## src/wpp_pkg.sv

```systemverilog
`default_nettype none

package wpp_pkg;

    localparam int HEADER_BYTES = 44;

    // Header byte positions that carry the fields the parser keeps
    localparam logic [5:0] POS_CHAN_LO  = 6'd22;
    localparam logic [5:0] POS_CHAN_HI  = 6'd23;
    localparam logic [5:0] POS_ALIGN_LO = 6'd32;
    localparam logic [5:0] POS_ALIGN_HI = 6'd33;
    localparam logic [5:0] POS_BITS_LO  = 6'd34;
    localparam logic [5:0] POS_BITS_HI  = 6'd35;
    localparam logic [5:0] POS_SIZE_B0  = 6'd40;
    localparam logic [5:0] POS_SIZE_B1  = 6'd41;
    localparam logic [5:0] POS_SIZE_B2  = 6'd42;
    localparam logic [5:0] POS_SIZE_B3  = 6'd43;
    localparam logic [5:0] POS_HDR_LAST = 6'(HEADER_BYTES - 1);

    localparam logic [15:0] BITS_8  = 16'd8;
    localparam logic [15:0] BITS_16 = 16'd16;

    localparam int DIV_STEPS = 32;

    typedef enum logic [3:0] {
        ST_HEADER = 4'b0001,
        ST_DIV    = 4'b0010,
        ST_DATA   = 4'b0100,
        ST_DONE   = 4'b1000
    } state_t;

    typedef struct packed {
        logic clear;        // start mark seen: restart header
        logic hdr_step;     // take a header byte
        logic hdr_err;      // block align zero: send error beat
        logic div_start;    // launch frame count divide
        logic frames_load;  // take divide quotient as frame count
        logic data_step;    // take a data byte
    } cmd_t;

    typedef struct packed {
        logic hdr_last;     // current header byte is the last one
        logic fb_zero;      // block align is zero
        logic div_done;     // quotient ready
        logic quot_zero;    // frame count is zero
        logic data_fin;     // current data byte closes the final frame
        logic out_free;     // output register can take a beat
    } status_t;

endpackage

`default_nettype wire

```

## src/wpp_div.sv

```systemverilog
`default_nettype none

module wpp_div (
    input  wire logic        clk,
    input  wire logic        rst_n,
    input  wire logic        start,
    input  wire logic [31:0] dividend,
    input  wire logic [15:0] divisor,
    output logic             done,
    output logic [31:0]      quot
);
    import wpp_pkg::*;

    logic        busy_reg, busy_next;
    logic        done_reg, done_next;
    logic [4:0]  cnt_reg, cnt_next;
    logic [15:0] rem_reg, rem_next;
    logic [31:0] quot_reg, quot_next;
    logic [15:0] dsr_reg, dsr_next;
    logic [16:0] shifted;
    logic [16:0] diff;

    // Restoring divide, one quotient bit per cycle
    always_comb
    begin
        busy_next = busy_reg;
        done_next = 1'b0;
        cnt_next  = cnt_reg;
        rem_next  = rem_reg;
        quot_next = quot_reg;
        dsr_next  = dsr_reg;
        shifted   = {rem_reg, quot_reg[31]};
        diff      = shifted - {1'b0, dsr_reg};
        if (start)
        begin
            busy_next = 1'b1;
            cnt_next  = '0;
            rem_next  = '0;
            quot_next = dividend;
            dsr_next  = divisor;
        end
        else if (busy_reg)
        begin
            if (!diff[16])
            begin
                rem_next  = diff[15:0];
                quot_next = {quot_reg[30:0], 1'b1};
            end
            else
            begin
                rem_next  = shifted[15:0];
                quot_next = {quot_reg[30:0], 1'b0};
            end
            cnt_next = cnt_reg + 5'd1;
            if (cnt_reg == 5'(DIV_STEPS - 1))
            begin
                busy_next = 1'b0;
                done_next = 1'b1;
            end
        end
    end

    always_ff @(posedge clk or negedge rst_n)
    begin
        if (!rst_n)
        begin
            busy_reg <= 1'b0;
            done_reg <= 1'b0;
            cnt_reg  <= '0;
        end
        else
        begin
            busy_reg <= busy_next;
            done_reg <= done_next;
            cnt_reg  <= cnt_next;
        end
    end

    always_ff @(posedge clk)
    begin
        rem_reg  <= rem_next;
        quot_reg <= quot_next;
        dsr_reg  <= dsr_next;
    end

    assign done = done_reg;
    assign quot = quot_reg;

endmodule

`default_nettype wire

```

## src/wpp_dpath.sv

```systemverilog
`default_nettype none

module wpp_dpath (
    input  wire logic             clk,
    input  wire logic             rst_n,
    input  wire wpp_pkg::cmd_t    cmd,
    output wpp_pkg::status_t      status,
    input  wire logic [7:0]       data_byte,
    input  wire logic             out_ready,
    output logic                  out_valid,
    output logic [15:0]           out_value,
    output logic                  out_last,
    output logic                  out_err
);
    import wpp_pkg::*;

    function automatic logic [15:0] pcm_convert(input logic [15:0] raw,
                                                input logic [15:0] bits);
        logic [7:0]  t;
        logic [16:0] ext;
        logic [16:0] p;
        logic [15:0] r;
        t   = raw[7:0] ^ 8'h80;
        ext = {{9{t[7]}}, t};
        p   = (ext << 8) + (ext << 1);
        if (bits == BITS_8)
            r = (p[16] && !p[15]) ? 16'h8000 : p[15:0];
        else if (bits == BITS_16)
            r = raw;
        else
            r = '0;
        return r;
    endfunction

    logic [5:0]  offset_reg, offset_next;
    logic [15:0] chan_total_reg, frame_bytes_reg, sample_bits_reg;
    logic [31:0] data_length_reg;
    logic [31:0] frames_left_reg, frames_left_next;
    logic [12:0] byte_idx_reg, byte_idx_next;
    logic [15:0] chan_idx_reg, chan_idx_next;
    logic [15:0] accum_reg, accum_next;
    logic        out_valid_reg, out_valid_next;
    logic [15:0] out_value_reg;
    logic        out_last_reg, out_err_reg;

    logic [5:0]  eff_offset;
    logic [12:0] size;
    logic        size_zero;
    logic [15:0] chans_m1;
    logic        byte_end, chan_first, chan_end, frame_end, frames_one;
    logic [15:0] accum_new;
    logic        data_emit;
    logic [15:0] data_value;
    logic        load_out;
    logic        div_done;
    logic [31:0] quot;

    wpp_div u_div (
        .clk      (clk),
        .rst_n    (rst_n),
        .start    (cmd.div_start),
        .dividend ({data_byte, data_length_reg[23:0]}),
        .divisor  (frame_bytes_reg),
        .done     (div_done),
        .quot     (quot)
    );

    always_comb
    begin
        eff_offset = cmd.clear ? '0 : offset_reg;
        size       = sample_bits_reg[15:3];
        size_zero  = (size == '0);
        chans_m1   = (chan_total_reg == '0) ? '0 : chan_total_reg - 16'd1;
        byte_end   = (byte_idx_reg == size - 13'd1);
        chan_first = (chan_idx_reg == '0);
        chan_end   = (chan_idx_reg == chans_m1);
        frames_one = (frames_left_reg == 32'd1);
        frame_end  = size_zero || (byte_end && chan_end);

        accum_new = accum_reg;
        if (chan_first)
        begin
            if (byte_idx_reg == 13'd0)
                accum_new[7:0] = data_byte;
            else if (byte_idx_reg == 13'd1)
                accum_new[15:8] = data_byte;
        end
        data_emit  = size_zero || (byte_end && chan_first);
        data_value = size_zero ? '0 : pcm_convert(accum_new, sample_bits_reg);

        status.hdr_last  = (offset_reg == POS_HDR_LAST);
        status.fb_zero   = (frame_bytes_reg == '0);
        status.div_done  = div_done;
        status.quot_zero = (quot == '0);
        status.data_fin  = frame_end && frames_one;
        status.out_free  = !out_valid_reg || out_ready;
    end

    // Sequencing of counters and the output register
    always_comb
    begin
        offset_next      = offset_reg;
        frames_left_next = frames_left_reg;
        byte_idx_next    = byte_idx_reg;
        chan_idx_next    = chan_idx_reg;
        accum_next       = accum_reg;
        load_out         = cmd.hdr_err || (cmd.data_step && data_emit);
        out_valid_next   = out_valid_reg && !out_ready;
        if (load_out)
            out_valid_next = 1'b1;

        if (cmd.hdr_step)
        begin
            if (eff_offset == POS_HDR_LAST)
            begin
                offset_next   = '0;
                byte_idx_next = '0;
                chan_idx_next = '0;
                accum_next    = '0;
            end
            else
                offset_next = eff_offset + 6'd1;
        end

        if (cmd.frames_load)
            frames_left_next = quot;

        if (cmd.data_step)
        begin
            if (size_zero)
                frames_left_next = frames_left_reg - 32'd1;
            else
            begin
                accum_next = accum_new;
                if (byte_end)
                begin
                    byte_idx_next = '0;
                    if (chan_end)
                    begin
                        chan_idx_next    = '0;
                        accum_next       = '0;
                        frames_left_next = frames_left_reg - 32'd1;
                    end
                    else
                        chan_idx_next = chan_idx_reg + 16'd1;
                end
                else
                    byte_idx_next = byte_idx_reg + 13'd1;
            end
        end
    end

    always_ff @(posedge clk or negedge rst_n)
    begin
        if (!rst_n)
        begin
            offset_reg      <= '0;
            frames_left_reg <= '0;
            byte_idx_reg    <= '0;
            chan_idx_reg    <= '0;
            accum_reg       <= '0;
            out_valid_reg   <= 1'b0;
        end
        else
        begin
            offset_reg      <= offset_next;
            frames_left_reg <= frames_left_next;
            byte_idx_reg    <= byte_idx_next;
            chan_idx_reg    <= chan_idx_next;
            accum_reg       <= accum_next;
            out_valid_reg   <= out_valid_next;
        end
    end

    // Header fields and output payload
    always_ff @(posedge clk)
    begin
        if (cmd.hdr_step)
        begin
            unique case (eff_offset)
                POS_CHAN_LO:  chan_total_reg[7:0]     <= data_byte;
                POS_CHAN_HI:  chan_total_reg[15:8]    <= data_byte;
                POS_ALIGN_LO: frame_bytes_reg[7:0]    <= data_byte;
                POS_ALIGN_HI: frame_bytes_reg[15:8]   <= data_byte;
                POS_BITS_LO:  sample_bits_reg[7:0]    <= data_byte;
                POS_BITS_HI:  sample_bits_reg[15:8]   <= data_byte;
                POS_SIZE_B0:  data_length_reg[7:0]    <= data_byte;
                POS_SIZE_B1:  data_length_reg[15:8]   <= data_byte;
                POS_SIZE_B2:  data_length_reg[23:16]  <= data_byte;
                POS_SIZE_B3:  data_length_reg[31:24]  <= data_byte;
                default: ;
            endcase
        end
        if (load_out)
        begin
            out_value_reg <= cmd.hdr_err ? '0 : data_value;
            out_last_reg  <= cmd.hdr_err ? 1'b0 : frames_one;
            out_err_reg   <= cmd.hdr_err;
        end
    end

    assign out_valid = out_valid_reg;
    assign out_value = out_value_reg;
    assign out_last  = out_last_reg;
    assign out_err   = out_err_reg;

endmodule

`default_nettype wire

```

## src/wpp_ctrl.sv

```systemverilog
`default_nettype none

module wpp_ctrl (
    input  wire logic             clk,
    input  wire logic             rst_n,
    input  wire logic             in_valid,
    input  wire logic             in_start,
    output logic                  in_ready,
    input  wire wpp_pkg::status_t status,
    output wpp_pkg::cmd_t         cmd
);
    import wpp_pkg::*;

    state_t state_reg, state_next;
    state_t eff_state;
    logic   accept;

    always_comb
    begin
        in_ready   = (state_reg != ST_DIV) && status.out_free;
        accept     = in_valid && in_ready;
        eff_state  = in_start ? ST_HEADER : state_reg;
        state_next = state_reg;
        cmd        = '0;
        cmd.clear  = accept && in_start;

        if (accept)
        begin
            unique case (eff_state)
                ST_HEADER:
                begin
                    cmd.hdr_step = 1'b1;
                    state_next   = ST_HEADER;
                    if (status.hdr_last && !in_start)
                    begin
                        if (status.fb_zero)
                        begin
                            cmd.hdr_err = 1'b1;
                            state_next  = ST_DONE;
                        end
                        else
                        begin
                            cmd.div_start = 1'b1;
                            state_next    = ST_DIV;
                        end
                    end
                end
                ST_DATA:
                begin
                    cmd.data_step = 1'b1;
                    if (status.data_fin)
                        state_next = ST_DONE;
                end
                ST_DONE: ;
                default: ;
            endcase
        end
        else if (state_reg == ST_DIV && status.div_done)
        begin
            cmd.frames_load = 1'b1;
            state_next      = status.quot_zero ? ST_DONE : ST_DATA;
        end
    end

    always_ff @(posedge clk or negedge rst_n)
    begin
        if (!rst_n)
            state_reg <= ST_HEADER;
        else
            state_reg <= state_next;
    end

endmodule

`default_nettype wire

```

## src/wav_pcm_stream_parser.sv

```systemverilog
// WAV PCM stream parser.
// Slave stream: one file byte per beat on s_tdata; s_tuser marks byte 0 of
// a new file and restarts the header parse from that byte. The first 44
// bytes are the canonical RIFF header; channel count, block align, bits per
// sample and data size are kept from it.
// Master stream: one beat per frame carrying the first channel's sample in
// Q1.15 (16-bit samples pass, 8-bit samples scaled by 258 around 128, other
// widths give 0). m_tlast flags the final frame; m_tuser flags the error beat
// sent when block align is zero, after which no samples follow.
// Throughput: one byte per cycle when not stalled. Besides the receiver stall
// below, s_tready drops after the header while the frame count divide
// (data size / block align) runs, one quotient bit per cycle.
// Latency: a sample beat appears on the master side the cycle after the byte
// that completes it is taken.
// Reset leaves the parser waiting for header byte 0 with no beat pending.
// When the receiver stalls, the held beat stays in the output register and
// s_tready drops until that beat is taken; no byte is taken meanwhile.
// After the final frame, bytes are taken and dropped until the next start.
`default_nettype none

module wav_pcm_stream_parser (
    input  wire logic        clk,
    input  wire logic        rst_n,
    input  wire logic        s_tvalid,
    output logic             s_tready,
    input  wire logic [7:0]  s_tdata,   // [7:0] data_byte
    input  wire logic        s_tuser,   // [0] start_of_stream
    output logic             m_tvalid,
    input  wire logic        m_tready,
    output logic [15:0]      m_tdata,   // [15:0] sample_value
    output logic             m_tlast,   // last_sample
    output logic             m_tuser    // [0] error_code
);
    import wpp_pkg::*;

    cmd_t    cmd;
    status_t status;

    // Controller: parse phase, handshake, commands to the datapath
    wpp_ctrl u_ctrl (
        .clk      (clk),
        .rst_n    (rst_n),
        .in_valid (s_tvalid),
        .in_start (s_tuser),
        .in_ready (s_tready),
        .status   (status),
        .cmd      (cmd)
    );

    // Datapath: header fields, frame counters, sample assembly, divider,
    // output register
    wpp_dpath u_dpath (
        .clk       (clk),
        .rst_n     (rst_n),
        .cmd       (cmd),
        .status    (status),
        .data_byte (s_tdata),
        .out_ready (m_tready),
        .out_valid (m_tvalid),
        .out_value (m_tdata),
        .out_last  (m_tlast),
        .out_err   (m_tuser)
    );

endmodule

`default_nettype wire

```

## config.mk

```make
export PLATFORM = sky130hd
export DESIGN_NAME = wav_pcm_stream_parser
export DESIGN_NICKNAME = d
export VERILOG_FILES = /design/src/wpp_pkg.sv /design/src/wpp_div.sv /design/src/wpp_dpath.sv /design/src/wpp_ctrl.sv /design/src/wav_pcm_stream_parser.sv
export SDC_FILE = /design/constraint.sdc
export NUM_CORES = 1
export LEC_CHECK = 0
export ABC_AREA = 1
export BUFFER_PORTS_ARGS = -buffer_cell sky130_fd_sc_hd__buf_2
export CAP_MARGIN = 20
export CORE_ASPECT_RATIO = 1.5
export CORE_MARGIN = 3
export CORE_UTILIZATION = 59
export CTS_BUF_LIST = sky130_fd_sc_hd__clkbuf_4
export DETAILED_ROUTE_END_ITERATION = 10
export GPL_ROUTABILITY_DRIVEN = 0
export PLACE_DENSITY = 0.89
export SLEW_MARGIN = 20
export SYNTH_ARGS = -nofsm -noshare
export SYNTH_HDL_FRONTEND = slang
export SYNTH_SLANG_ARGS = --single-unit
export TNS_END_PERCENT = 30
```

## constraint.sdc

```tcl
create_clock -name clk -period 3.7 [get_ports clk]
set_input_delay 0.925 -clock clk [delete_from_list [all_inputs] [get_ports clk]]
set_output_delay 0.925 -clock clk [all_outputs]
set_load 0.03 [all_outputs]
```

# Word-level counts from Yosys, hierarchy flattened
# Index checks and enable logic that the tools add are counted.
word_totals:
  ff_bits: 249
  elab_cells: 159
  inputBits: 13
  out_inout_bits: 20
op_classes:
  addsub: 9
  muxes: 62
  n_reduce_logical: 38
  eq_ne: 24
  bitwise_logic: 1
ops:
  columns: ["operator", "count"]
  rows:
  - ["$mux W16", 18]
  - ["$mux W32", 7]
  - ["$mux W13", 5]
  - ["$eq A6 B6 Y1 const B", 9]
  - ["$logic_not A16 Y1", 3]
  - ["$eq A32 B1 Y1 const B", 1]
  - ["$logic_not A32 Y1", 1]
  - ["$sub A32 B1 Y32 const B", 1]
  - ["$mux W4", 7]
  - ["$logic_not A13 Y1", 2]
  - ["$mux W8", 3]
  - ["$reduce_and A2 Y1", 9]
  - ["$add A16 B9 Y17", 1]
  - ["$sub A17 B16 Y17", 1]
  - ["$add A16 B1 Y16 const B", 1]
  - ["$eq A16 B16 Y1", 1]
  - ["$eq A16 B4 Y1 const B", 1]
  - ["$eq A16 B5 Y1 const B", 1]
  - ["$sub A16 B1 Y16 const B", 1]
  - ["$mux W1", 14]
  - ["$add A13 B1 Y13 const B", 1]
  - ["$eq A13 B1 Y1 const B", 1]
  - ["$eq A13 B13 Y1", 1]
  - ["$sub A13 B1 Y13 const B", 1]
  - ["21 further kinds", 43]

# Depth between registers and ports, before layout
# Gate-level depths: netlist (run 1).
logic_depth:
  ltp_word: 12
  depth_mapped: 23
  depth_no_buf: 22

# Modules after synthesis
# A second synthesis (run 1) with hierarchy kept.
hier_totals:
  cells_unflattened: 1839
  area_unflattened_um2: 14782.9
modules_own_cells:
  columns: ["mod", "area_per_inst_um2", "seq_area_each_um2", "cells_per_inst", "n_inst"]
  rows:
  - ["wpp_dpath", 10391.2, 4804.6, 1246, 1]
  - ["wpp_div", 4001.3, 1936.9, 529, 1]
  - ["wpp_ctrl", 390.4, 101.3, 64, 1]

# Least setup slack after synthesis (run 1)
# Ideal clock, no wire load.
synth_timing:
  path_type: "register to register"
  startpoint: "reg u_dpath.chan_idx_reg[0]"
  endpoint: "reg u_dpath.out_value_reg[7], in the netlist u_dpath.out_value[7], data pin"
  slack_ns: 0.108
  arrival_ns: 3.305
  required_ns: 3.412
  period_less_slack_ns: 3.592
  n_path_buf: 1
  path_stages_with_launch: 24
  setup_time_ns: 0.288
  path_cell_list: "dfrtp_1 inv_1 ha_1 nand4_1 nor2_1 nand3_1 nor4_2 clkbuf_1 nand2_1 o21ai_0 inv_1 ha_1 a21oi_1 nand2_1 a21oi_1 o21bai_1 nand2_1 nand2_1 a21oi_1 nand2_1 nand2_1 inv_2 nand3_1 o21ai_0"
synth_between:
  elab_chain_len: 8
  word_cells_on_any_way: 9
  classes_between: "1 x add/sub; 4 x mux; 1 x bitwise; 3 x reduce/logical"
synth_rtl:
  columns: ["item", "line_no", "text"]
  rows:
  - ["from (decl)", "wpp_dpath.sv:40", "logic [15:0] chan_idx_reg, chan_idx_next;"]
  - ["from (signal assigned)", "wpp_dpath.sv:169", "chan_idx_reg <= chan_idx_next;"]
  - ["$logic_not A16 Y1 (*)", "wpp_dpath.sv:75", "chan_first = (chan_idx_reg == '0);"]
  - ["$mux W16 (*)", "wpp_dpath.sv:81", "if (chan_first)"]
  - ["$not A1 Y1 (no line)", null, null]
  - ["$add A16 B9 Y17", "wpp_dpath.sv:25", "p = (ext << 8) + (ext << 1);"]
  - ["$logic_not A1 Y1", "wpp_dpath.sv:27", "r = (p[16] && !p[15]) ? 16'h8000 : p[15:0];"]
  - ["$logic_and A1 B1 Y1", "wpp_dpath.sv:27", null]
  - ["$mux W16", "wpp_dpath.sv:27", null]
  - ["$mux W16 (*)", "wpp_dpath.sv:26", "if (bits == BITS_8)"]
  - ["to (signal assigned)", "wpp_dpath.sv:196", "out_value_reg <= cmd.hdr_err ? '0 : data_value;"]
  - ["to (decl)", "wpp_dpath.sv:43", "logic [15:0] out_value_reg;"]
# Every way passes the cells marked *; elsewhere a longest branch is shown, timed or not.
# A chain may end at the register's enable or synchronous reset.

# Worst setup path in the final report (run 1)
layout_timing:
  startpoint: "reg u_dpath.chan_idx_reg[1]"
  endpoint: "reg u_dpath.out_value_reg[9], in the netlist u_dpath.out_value[9], data pin"
# The elaborated chain is that of the path after synthesis.

==> results of run 1 <==
==> logic make-up (layout without fill, tap and decap cells) <==
logic type / count (synthesis) / count (layout) / share of synthesized area [%]
xor gates and xnor gates: 71 / 71 / 4.524
muxes: 7 / 7 / 0.4987
other: 0 / 1 / 0
adders and majority gates: 41 / 41 / 3.758
AOI/OAI and AO/OA: 257 / 257 / 10.84
DFF: 249 / 249 / 48.70
buffers and inverters: 259 / 414 / 7.267
and+or+nand+nor: 782 / 782 / 24.41
==> metrics by stage <==
stage               TNS [ns]  total power, µW  hold slack (ns)  instances
CTS                        0             7244           0.2216       2128
global route          -2.167             7662           0.2500       2137
detailed placement         0             4977           0.4360       2017
floorplan                  0             4536           0.4268       1666
finish              -0.09357             7293           0.2420       2137
global placement           0             4883           0.4328       2017
==> synth_stat cells (all sizes together), types with 5 or more instances <==
cell      n
nand2   411
a211oi    5
ha       39
buf      12
edfxtp  138
nor4     21
xnor2    18
o21bai    8
inv     219
clkbuf   27
xor2     52
dfrtp    94
o21ai   143
nor3     35
o31ai    21
o211ai   21
dfxtp    16
o22ai    12
nand3   114
a21oi    32
or2      11
nand4    34
mux2i     7
nor2    148
==> layout by cell type, fill, tap and decap left out, types with 38 or more instances in the layout <==
cell / count
nand2_1: 405
inv_1: 210
edfxtp_1: 138
nor2_1: 134
o21ai_0: 114
nand3_1: 111
dfrtp_1: 94
clkbuf_4: 90
xor2_1: 52
buf_4: 46
ha_1: 38
==> power groups by stage <==
stage / clock [µW] / combinational (µW) / sequential [µW]
floorplan: 0 / 1210 / 3320
global placement: 0 / 1520 / 3370
detailed placement: 0 / 1600 / 3380
CTS: 2300 / 1620 / 3320
global route: 2440 / 1860 / 3370
finish: 2290 / 1660 / 3340
==> worst max-delay path, cell delays in order, from the launching register on <==
cell and delay (ns):
dfrtp_1 0.42, inv_2 0.10, ha_1 0.15, nand4_1 0.09, nor2_1 0.13, nand3_2 0.14
nor4_4 0.28, buf_4 0.19, clkbuf_16 0.14, buf_4 0.10, nand2_1 0.05, o21ai_0 0.16
inv_1 0.15, ha_1 0.34, a21oi_1 0.15, o21bai_1 0.12, nand2_1 0.08, nand2_1 0.07
a21oi_2 0.17, nand2_1 0.07, nand2_1 0.11, inv_2 0.11, nand3_1 0.09, o21ai_0 0.09
==> repair_timing <==
action                     CTS  global route
setup endpoints to repair    0            15
buffers inserted             0             7
gates resized for setup      0            19
==> layer usage <==
metal	part of all wire (%)	global-route usage [%]	wire (µm)	vias up
li1	-	-	-	5843
met1	34	32.02	13590	5984
met2	50	50.59	19530	828
met3	8.1	4.974	3213	234
met4	7.9	21.72	3096	0
met5	0	0	0	-
==> final cells by class <==
| type | instances | area share, % |
|---|---|---|
| multi-input cells | 1158 | 39.86 |
| clock buffers | 90 | 4.305 |
| diodes | 1 | 0.01594 |
| well taps | 315 | 2.511 |
| inverters | 220 | 5.261 |
| repair buffers | 83 | 3.874 |
| clock inverters | 21 | 0.5739 |
| flip-flops and latches | 249 | 43.60 |
==> final timing paths <==
| kind | startpoint | endpoint | slack [ns] |
|---|---|---|---|
| setup / recovery | u_dpath.chan_idx_reg[1] | u_dpath.out_value[9] | -0.05 |
| hold / removal | rst_n | u_dpath.frames_left_reg[14] | 0.24 |
| setup reg to reg | u_dpath.chan_idx_reg[1] | u_dpath.out_value[9] | -0.05 |
| hold reg to reg | u_dpath.frame_bytes_reg[5] | u_dpath.u_div.dsr_reg[5] | 0.46 |
| max in group asynchronous | rst_n | u_dpath.chan_idx_reg[15] | 2.93 |
| min in group clk | u_dpath.frame_bytes_reg[5] | u_dpath.u_div.dsr_reg[5] | 0.46 |
==> flow_summary.yaml, run 1 <==
power:
  leakagePower_uw: 0.006860
  power.density_nw_per_um2: 464.6
  seqPwrFrac_pct: 45.8
  power_switching_uw: 2445
  ir_drop_v: 0.0005409
  switching_share_pct: 33.52
  p_int_uw: 4848
  p_clk_share_pct: 31.4
  pwr-share-comb_pct: 22.8
worst_setup_path:
  critPathKind: "register to register"
  critPathArrivalTime_ns: 4.18
  crit_path_end_kind: "register"
  reg2reg_depth: 23
  critPathMaxFanout: 9
  start_kind: "register"
  cp.required_ns: 4.13
global_routing:
  antenna_found_initial: 1
  grt_usage_pct: 29.21
  grt_overflow: 0
  grt_pass1_vias: 12705
  grt_pass1_wl_um: 61400
  grt_max_degree: 96
synth:
  async_flop_share_pct: 38.15
  synth_area_um2: 14050
  syn-num-nets: 1720
  synth_top_flop_cell: "edfxtp_1"
  ys.warnings.count: 0
  seq_area_frac_synth_pct: 48.70
  ys_top_cells_by_area: "edfxtp_1 29%, dfrtp_1 17%, nand2_1 11%"
  synth_top_cell_by_area: "edfxtp_1"
  ys_types: 54
  avgSynthCellArea_um2: 8.433
  synth_seq_cells: 249
  synth.top_cell.area_share_pct: 29.50
  synth-edff-count: 138
  synthCells: 1666
timing:
  finalHoldViolCount: 0
  slew_headroom_pct: 26.79
  finalCritPeriodShare_pct: 101.4
  rsz0062_at_grt: "true"
  slew_viol_final: 0
  fmax_mhz: 266.4
  finClkSkew_ns: 0.1061
  fin_crit_ns: 3.754
  worstMarginPinSlew_ns: 1.094
  fin_ws_ns: -0.05364
  finalSetupViolCount: 4
routing:
  avgViaCountPerCell: 6.031
  via_count: 12889
  wl_per_cell_um: 18.45
  wl_um: 39440
  firstDrtPassIters: 6
  drtIter0Drc: 1309
  postRouteAntennaNets: 0
  drc: 0
die:
  die_w_um: 132.0
  die_h_um: 195.0
  rows: 68
  ios: 33
  initial_core_util_pct: 60.49
  coreArea_um2: 23230
  die_area_um2: 25740
final_layout:
  area_growth_syn_to_layout_pct: 11.72
  utilization_pct: 67.58
  postLayoutCellArea_um2: 15700
  nFillCells: 1597
  regArea_um2: 6843
  fin_nets: 1825
  multi_input_area_um2: 6257
  drive_gt1_share_pct: 13.23
worst_hold_path:
  hold_class: "input pin to async pin"
place:
  portBuffers: 32
  place_area_um2: 14780
  dp.final_hpwl_um: 26210
  pre_cts_slack_ns: 0.01260
clocking:
  clock_latency_ns: 0.76
  numCtsBuffers: 59
  clock-sinks: 249
  cts_hold_buf: 0
  h-tree-depth: 2
  clockBufferDepth: 3
  cts_tree: "yes"
  cts_root_buf: "clkbuf_4"
  clk_pin_slew_ns: 0.08
run_status:
  outcome: "complete, but fails checks"
  violations: "setup timing"
run:
  cap_viol_max_count: 0
No activity file was read; power rests on OpenSTA's default activity.
==> run 2: changes to the inputs <==
--- a/config.mk
+++ b/config.mk
@@ -6,13 +6,13 @@
 export NUM_CORES = 1
 export LEC_CHECK = 0
 export ABC_AREA = 1
-export BUFFER_PORTS_ARGS = -buffer_cell sky130_fd_sc_hd__buf_2
 export CAP_MARGIN = 20
 export CORE_ASPECT_RATIO = 1.5
 export CORE_MARGIN = 3
-export CORE_UTILIZATION = 59
+export CORE_UTILIZATION = 60
 export CTS_BUF_LIST = sky130_fd_sc_hd__clkbuf_4
 export DETAILED_ROUTE_END_ITERATION = 10
+export DONT_BUFFER_PORTS = 1
 export GPL_ROUTABILITY_DRIVEN = 0
 export PLACE_DENSITY = 0.89
 export SLEW_MARGIN = 20
==> run 2 against run 1 <==
Net effect:
- the flow now finishes without violations
- final area is 2.0% lower
- die area decreased by 1.6%
- combinational power shrank 4%
- maximum frequency up 3.3%
- critical path depth did not move
==> flow_summary.yaml, run 2 (synthesized netlist as in run 1, its figures left out) <==
routing:
  drtIter0Drc: 1397
  firstDrtPassIters: 6
  avgViaCountPerCell: 5.984
  wl_um: 36830
  via_count: 12488
  wl_per_cell_um: 17.65
  postRouteAntennaNets: 0
  drc: 0
power:
  p_clk_share_pct: 31.6
  power.density_nw_per_um2: 467.1
  ir_drop_v: 0.0003656
  seqPwrFrac_pct: 46.3
  leakagePower_uw: 0.006608
  power_switching_uw: 2377
  switching_share_pct: 33.06
  p_total_uw: 7189
  p_int_uw: 4812
  pwr-share-comb_pct: 22.1
final_layout:
  fin_cells: 2087
  nFillCells: 1630
  final_common_cell: "nand2_1"
  utilization_pct: 66.75
  fin_nets: 1777
  drive_gt1_share_pct: 10.62
  postLayoutCellArea_um2: 15390
  area_growth_syn_to_layout_pct: 9.538
  layout_common_cells: "405 x nand2_1, 211 x inv_1, 138 x edfxtp_1"
worst_setup_path:
  crit_path_end_kind: "register"
  cpMaxStageDelayCell: "dfrtp_1"
  cp_common_cell: "nand2_1"
  cp.required_ns: 4.25
  critPathKind: "register to register"
  critPathMaxFanout: 9
  crit_chain: "inv_1 -> ha_1 -> nand4_1 -> nor2_1 -> nand3_2 -> nor4_2 -> buf_4 -> nand2_1 -> o21ai_1 -> inv_1 -> ha_4 -> nand3_1 -> nand2_1 -> a21oi_1 -> o21bai_1 -> nand2_1 -> nand2_1 -> a21oi_2 -> nand2_1 -> nand2_1 -> inv_2 -> nand3_1 -> o21ai_1"
  cp_num_buf_inv: 4
  path_delay_family: "simple AND/OR/NAND/NOR gates"
  critPathArrivalTime_ns: 4.18
  start_kind: "register"
  cpPeakStageDelay_ns: 0.44
clocking:
  cts_tree: "yes"
  clock_latency_ns: 0.73
  numCtsBuffers: 56
  clk_pin_slew_ns: 0.08
  clock-sinks: 249
  clockBufferDepth: 3
  h-tree-depth: 2
  cts_root_buf: "clkbuf_4"
global_routing:
  grt_usage_pct: 28.76
  grt_pass1_vias: 12155
  grt_pass1_wl_um: 58360
  grt_overflow: 0
  grt_max_degree: 95
  antenna_found_initial: 1
die:
  rows: 68
  die_h_um: 193.4
  coreArea_um2: 23060
  ios: 33
  die_area_um2: 25330
  die_w_um: 130.9
  initial_core_util_pct: 60.93
place:
  dp.final_hpwl_um: 25210
  place_area_um2: 14490
  place_inst: 1972
  portBuffers: 0
worst_hold_path:
  hold_class: "input pin to async pin"
timing:
  fmax_mhz: 275.2
  slew_viol_final: 0
  finalSetupViolCount: 0
  finClkSkew_ns: 0.04617
  finalCritPeriodShare_pct: 98.21
  slew_headroom_pct: 29.11
  hold_ws_ns: 0.06092
  fin_crit_ns: 3.634
  finalHoldViolCount: 0
  worstMarginPinSlew_ns: 1.059
run:
  cap_viol_max_count: 0
run_status:
  outcome: "finished, final reports clean"
## run 2: through the flow
step                      setup WS (ns)  TNS (ns)
final                           0.06636         0
after global routing           -0.08801   -0.4439
after CTS                       0.03859         0
after detailed placement       -0.04087   -0.1855
after global placement           0.1395         0
after floorplan                  0.1077         0
## run 2: power groups by stage
stage | clock network [µW] | logic (µW) | registers, µW
2_1_floorplan | 0 | 1210 | 3320
3_3_place_gp | 0 | 1440 | 3370
3_5_place_dp | 0 | 1520 | 3380
4_1_cts | 2300 | 1550 | 3320
5_1_grt | 2430 | 1780 | 3360
6_report | 2270 | 1590 | 3330
## run 2: cell type report
type | count | area [µm²] | area share (%)
Clock buffer | 66 | 495.5 | 3.220
Antenna cell | 1 | 2.502 | 0.01626
Tap cell | 315 | 394.1 | 2.561
Sequential cell | 249 | 6843 | 44.46
Multi-Input combinational cell | 1158 | 6242 | 40.56
Timing Repair Buffer | 38 | 321.6 | 2.089
Clock inverter | 40 | 265.3 | 1.724
Inverter | 220 | 825.8 | 5.366
## run 2: worst paths after layout
path	startpoint	to	slack, ns	cells past startpoint
max in group asynchronous	rst_n	u_dpath.chan_idx_reg[13]	3.12	1
setup / recovery	u_dpath.chan_idx_reg[0]	u_dpath.out_value[2]	0.07	23
hold / removal	rst_n	u_ctrl.state_reg[0]	0.06	0
min in group clk	s_tdata[7]	u_dpath.data_length_reg[7]	0.30	0
setup reg to reg	u_dpath.chan_idx_reg[0]	u_dpath.out_value[2]	0.07	23
hold reg to reg	u_dpath.frame_bytes_reg[14]	u_dpath.u_div.dsr_reg[14]	0.45	0
## run 2: metal layers
layer,vias to the layer above,track usage (%),wire [µm]
met3,204,5.221,3057
met5,-,0,0
met2,766,47.98,18420
met1,5770,33.02,12600
li1,5748,-,-
met4,0,18.99,2756
## run 2: repair_timing
item                                    4_1_cts  5_1_grt
gates resized for setup                       1       15
setup buffers                                 0        7
gates cloned                                  0        0
endpoints found under the hold margin        94        0
pin swaps                                     0        1
endpoints found under the setup margin        9       15
hold buffers                                  1        0
==> run 3: changes to the inputs <==
--- a/config.mk
+++ b/config.mk
@@ -7,14 +7,16 @@
 export LEC_CHECK = 0
 export ABC_AREA = 1
 export CAP_MARGIN = 20
+export CELL_PAD_IN_SITES_DETAIL_PLACEMENT = 0
+export CELL_PAD_IN_SITES_GLOBAL_PLACEMENT = 2
 export CORE_ASPECT_RATIO = 1.5
 export CORE_MARGIN = 3
-export CORE_UTILIZATION = 60
+export CORE_UTILIZATION = 37
 export CTS_BUF_LIST = sky130_fd_sc_hd__clkbuf_4
 export DETAILED_ROUTE_END_ITERATION = 10
 export DONT_BUFFER_PORTS = 1
 export GPL_ROUTABILITY_DRIVEN = 0
-export PLACE_DENSITY = 0.89
+export PLACE_DENSITY = 0.88
 export SLEW_MARGIN = 20
 export SYNTH_ARGS = -nofsm -noshare
 export SYNTH_HDL_FRONTEND = slang
==> constraint.sdc (replaced) <==
create_clock -name clk -period 3.3 [get_ports clk]
set_input_delay 0.825 -clock clk [delete_from_list [all_inputs] [get_ports clk]]
set_output_delay 0.825 -clock clk [all_outputs]
set_load 0.03 [all_outputs]
==> run 3 against run 2 <==
Net effect:
- the flow now finishes with violations (setup timing)
- maximum frequency rose by 7.3%
- sequential share of layout area fell by 2.8 points
- critical path depth fell by 2
- combinational power rose by 18%
- total power rose by 20%
- sequential cell count did not move
- critical endpoint is now u_dpath.out_value[10]
- largest cell class unchanged
==> flow_summary.yaml, run 3 (synthesized netlist as in run 1, its figures left out) <==
final_layout:
  fin_nets: 1859
  final_common_cell: "nand2_1"
  drive_gt1_share_pct: 16.33
  area_growth_syn_to_layout_pct: 16.84
  layout_common_cells: "399 x nand2_1, 208 x inv_1, 138 x edfxtp_1"
worst_hold_path:
  hold_class: "input pin to register"
  holdPathStages: 0
  min_from: "s_tdata[4]"
global_routing:
  grt_pass1_vias: 12114
  antenna_found_initial: 1
  grt_overflow: 0
  grt_usage_pct: 20.60
  grt_max_degree: 96
  grt_pass1_wl_um: 64380
timing:
  slew_headroom_pct: 55.49
  setup-tns-final_ns: -0.9524
  rsz0062_at_grt: "true"
  fmax_mhz: 295.4
  fin_crit_ns: 3.385
  slew_viol_final: 0
  hold_ws_ns: 0.1563
  worstMarginPinSlew_ns: 0.6615
  fin_ws_ns: -0.08519
  finalHoldViolCount: 0
  finalSetupViolCount: 14
  finalCritPeriodShare_pct: 102.6
  finClkSkew_ns: 0.05823
place:
  dp.final_hpwl_um: 29820
  portBuffers: 0
  pre_cts_slack_ns: -0.1307
clocking:
  clock_latency_ns: 0.77
  numCtsBuffers: 66
  clockBufferDepth: 3
  cts_root_buf: "clkbuf_4"
  clk_pin_slew_ns: 0.08
  h-tree-depth: 3
  clock-sinks: 249
  cts_tree: "yes"
routing:
  drc: 0
  avgViaCountPerCell: 5.120
  wl_um: 40700
  drtIter0Drc: 752
  wl_per_cell_um: 17.39
  via_count: 11981
  firstDrtPassIters: 5
  postRouteAntennaNets: 0
worst_setup_path:
  reg2reg_depth: 21
  critPathArrivalTime_ns: 3.85
  cp.required_ns: 3.77
  crit_start: "u_dpath.chan_idx_reg[1]"
  crit_path_end_kind: "register"
  critPathMaxFanout: 5
  start_kind: "register"
  critPathKind: "register to register"
  worstReg2RegStart: "u_dpath.chan_idx_reg[1]"
run:
  cap_viol_max_count: 0
die:
  initial_core_util_pct: 37.85
  die_area_um2: 40390
  rows: 86
  die_w_um: 165.1
  ios: 33
  die_h_um: 244.7
  coreArea_um2: 37120
power:
  p_total_uw: 8619
  ir_drop_v: 0.0002698
  leakagePower_uw: 0.007102
  power.density_nw_per_um2: 525.0
run_status:
  outcome: "complete, but fails checks"
  violations: "setup timing"
[run 3: cell count changes in the layout (fill, tap and decap cells not counted), moves of 5 or more]
cell / before / now
clkbuf_4: 66 / 95
nand3_2: 2 / 7
nand3_1: 111 / 106
nand2_1: 405 / 399
buf_4: 35 / 105
inv_2: 9 / 14
clkinv_2: 11 / 6
clkinv_1: 21 / 9
nand2_2: 3 / 8
[run 3: cell type report]
class	instances	area (µm²)
fill	3713	20710
sequential	249	6843
multi-input combinational	1158	6361
timing repair buffer	109	848.3
inverter	220	833.3
clock buffer	95	713.2
tap	484	605.6
clock inverter	23	202.7
timing repair inverter	1	6.256
antenna	1	2.502
[run 3: what timing repair did]
item                                   4_1_cts  5_1_grt
pin swaps                                    3       14
hold buffers                                 2        0
buffers inserted                             1        4
gates resized for setup                      4       32
endpoints found under the hold margin       95        0
setup endpoints to repair                   14       20
cloned                                       1        1
[run 3: final timing paths]
| kind | slack (ns) | end |
|---|---|---|
| min in group asynchronous | 0.68 | u_dpath.offset_reg[1] |
| setup / recovery | -0.09 | u_dpath.out_value[10] |
| setup reg to reg | -0.09 | u_dpath.out_value[10] |
| hold reg to reg | 0.46 | u_dpath.u_div.dsr_reg[13] |
| hold / removal | 0.16 | u_dpath.data_length_reg[4] |
| max in group asynchronous | 2.14 | u_dpath.frames_left_reg[17] |
[run 3: critical path, cell delays in order, from the launching register on]
cell and delay [ns]:
dfrtp_1 0.39, inv_2 0.08, ha_4 0.12, nand4_1 0.12, nor2_2 0.14, nand3_2 0.15
nor4_4 0.32, buf_6 0.17, nand2_2 0.06, o21ai_4 0.13, ha_4 0.27, a21oi_4 0.16
nand2_2 0.08, a21oi_2 0.13, o21bai_1 0.10, nand2_1 0.09, nand2_2 0.05, a21oi_2 0.14
nand2_1 0.10, nand2_4 0.14, buf_6 0.12, o22ai_1 0.07
[run 3: metrics by stage]
stage / std cells / instance area, µm² / util, %
finish: 2340 / 16420 / 44.22
global route: 2340 / 16420 / 44.22
CTS: 2334 / 16260 / 43.80
global placement: 2212 / 15280 / 41.16
floorplan: 1666 / 14110 / -
detailed placement: 2212 / 15280 / 41.16
[run 3: power by group]
part	total (µW)	leakage (µW)	switching, µW	internal [µW]
combinational	1880	0.00396	1160	715
sequential	3730	0.00259	211	3520
clock	3020	0.000547	1360	1650
[run 3: layer usage]
| metal | global-route usage (%) | vias to the layer above | routed length, µm |
|---|---|---|---|
| li1 | - | 5920 | - |
| met1 | 23.24 | 5693 | 15950 |
| met2 | 37.41 | 268 | 21680 |
| met3 | 3.647 | 100 | 1654 |
| met4 | 9.010 | 0 | 1416 |
| met5 | 0 | - | 0 |
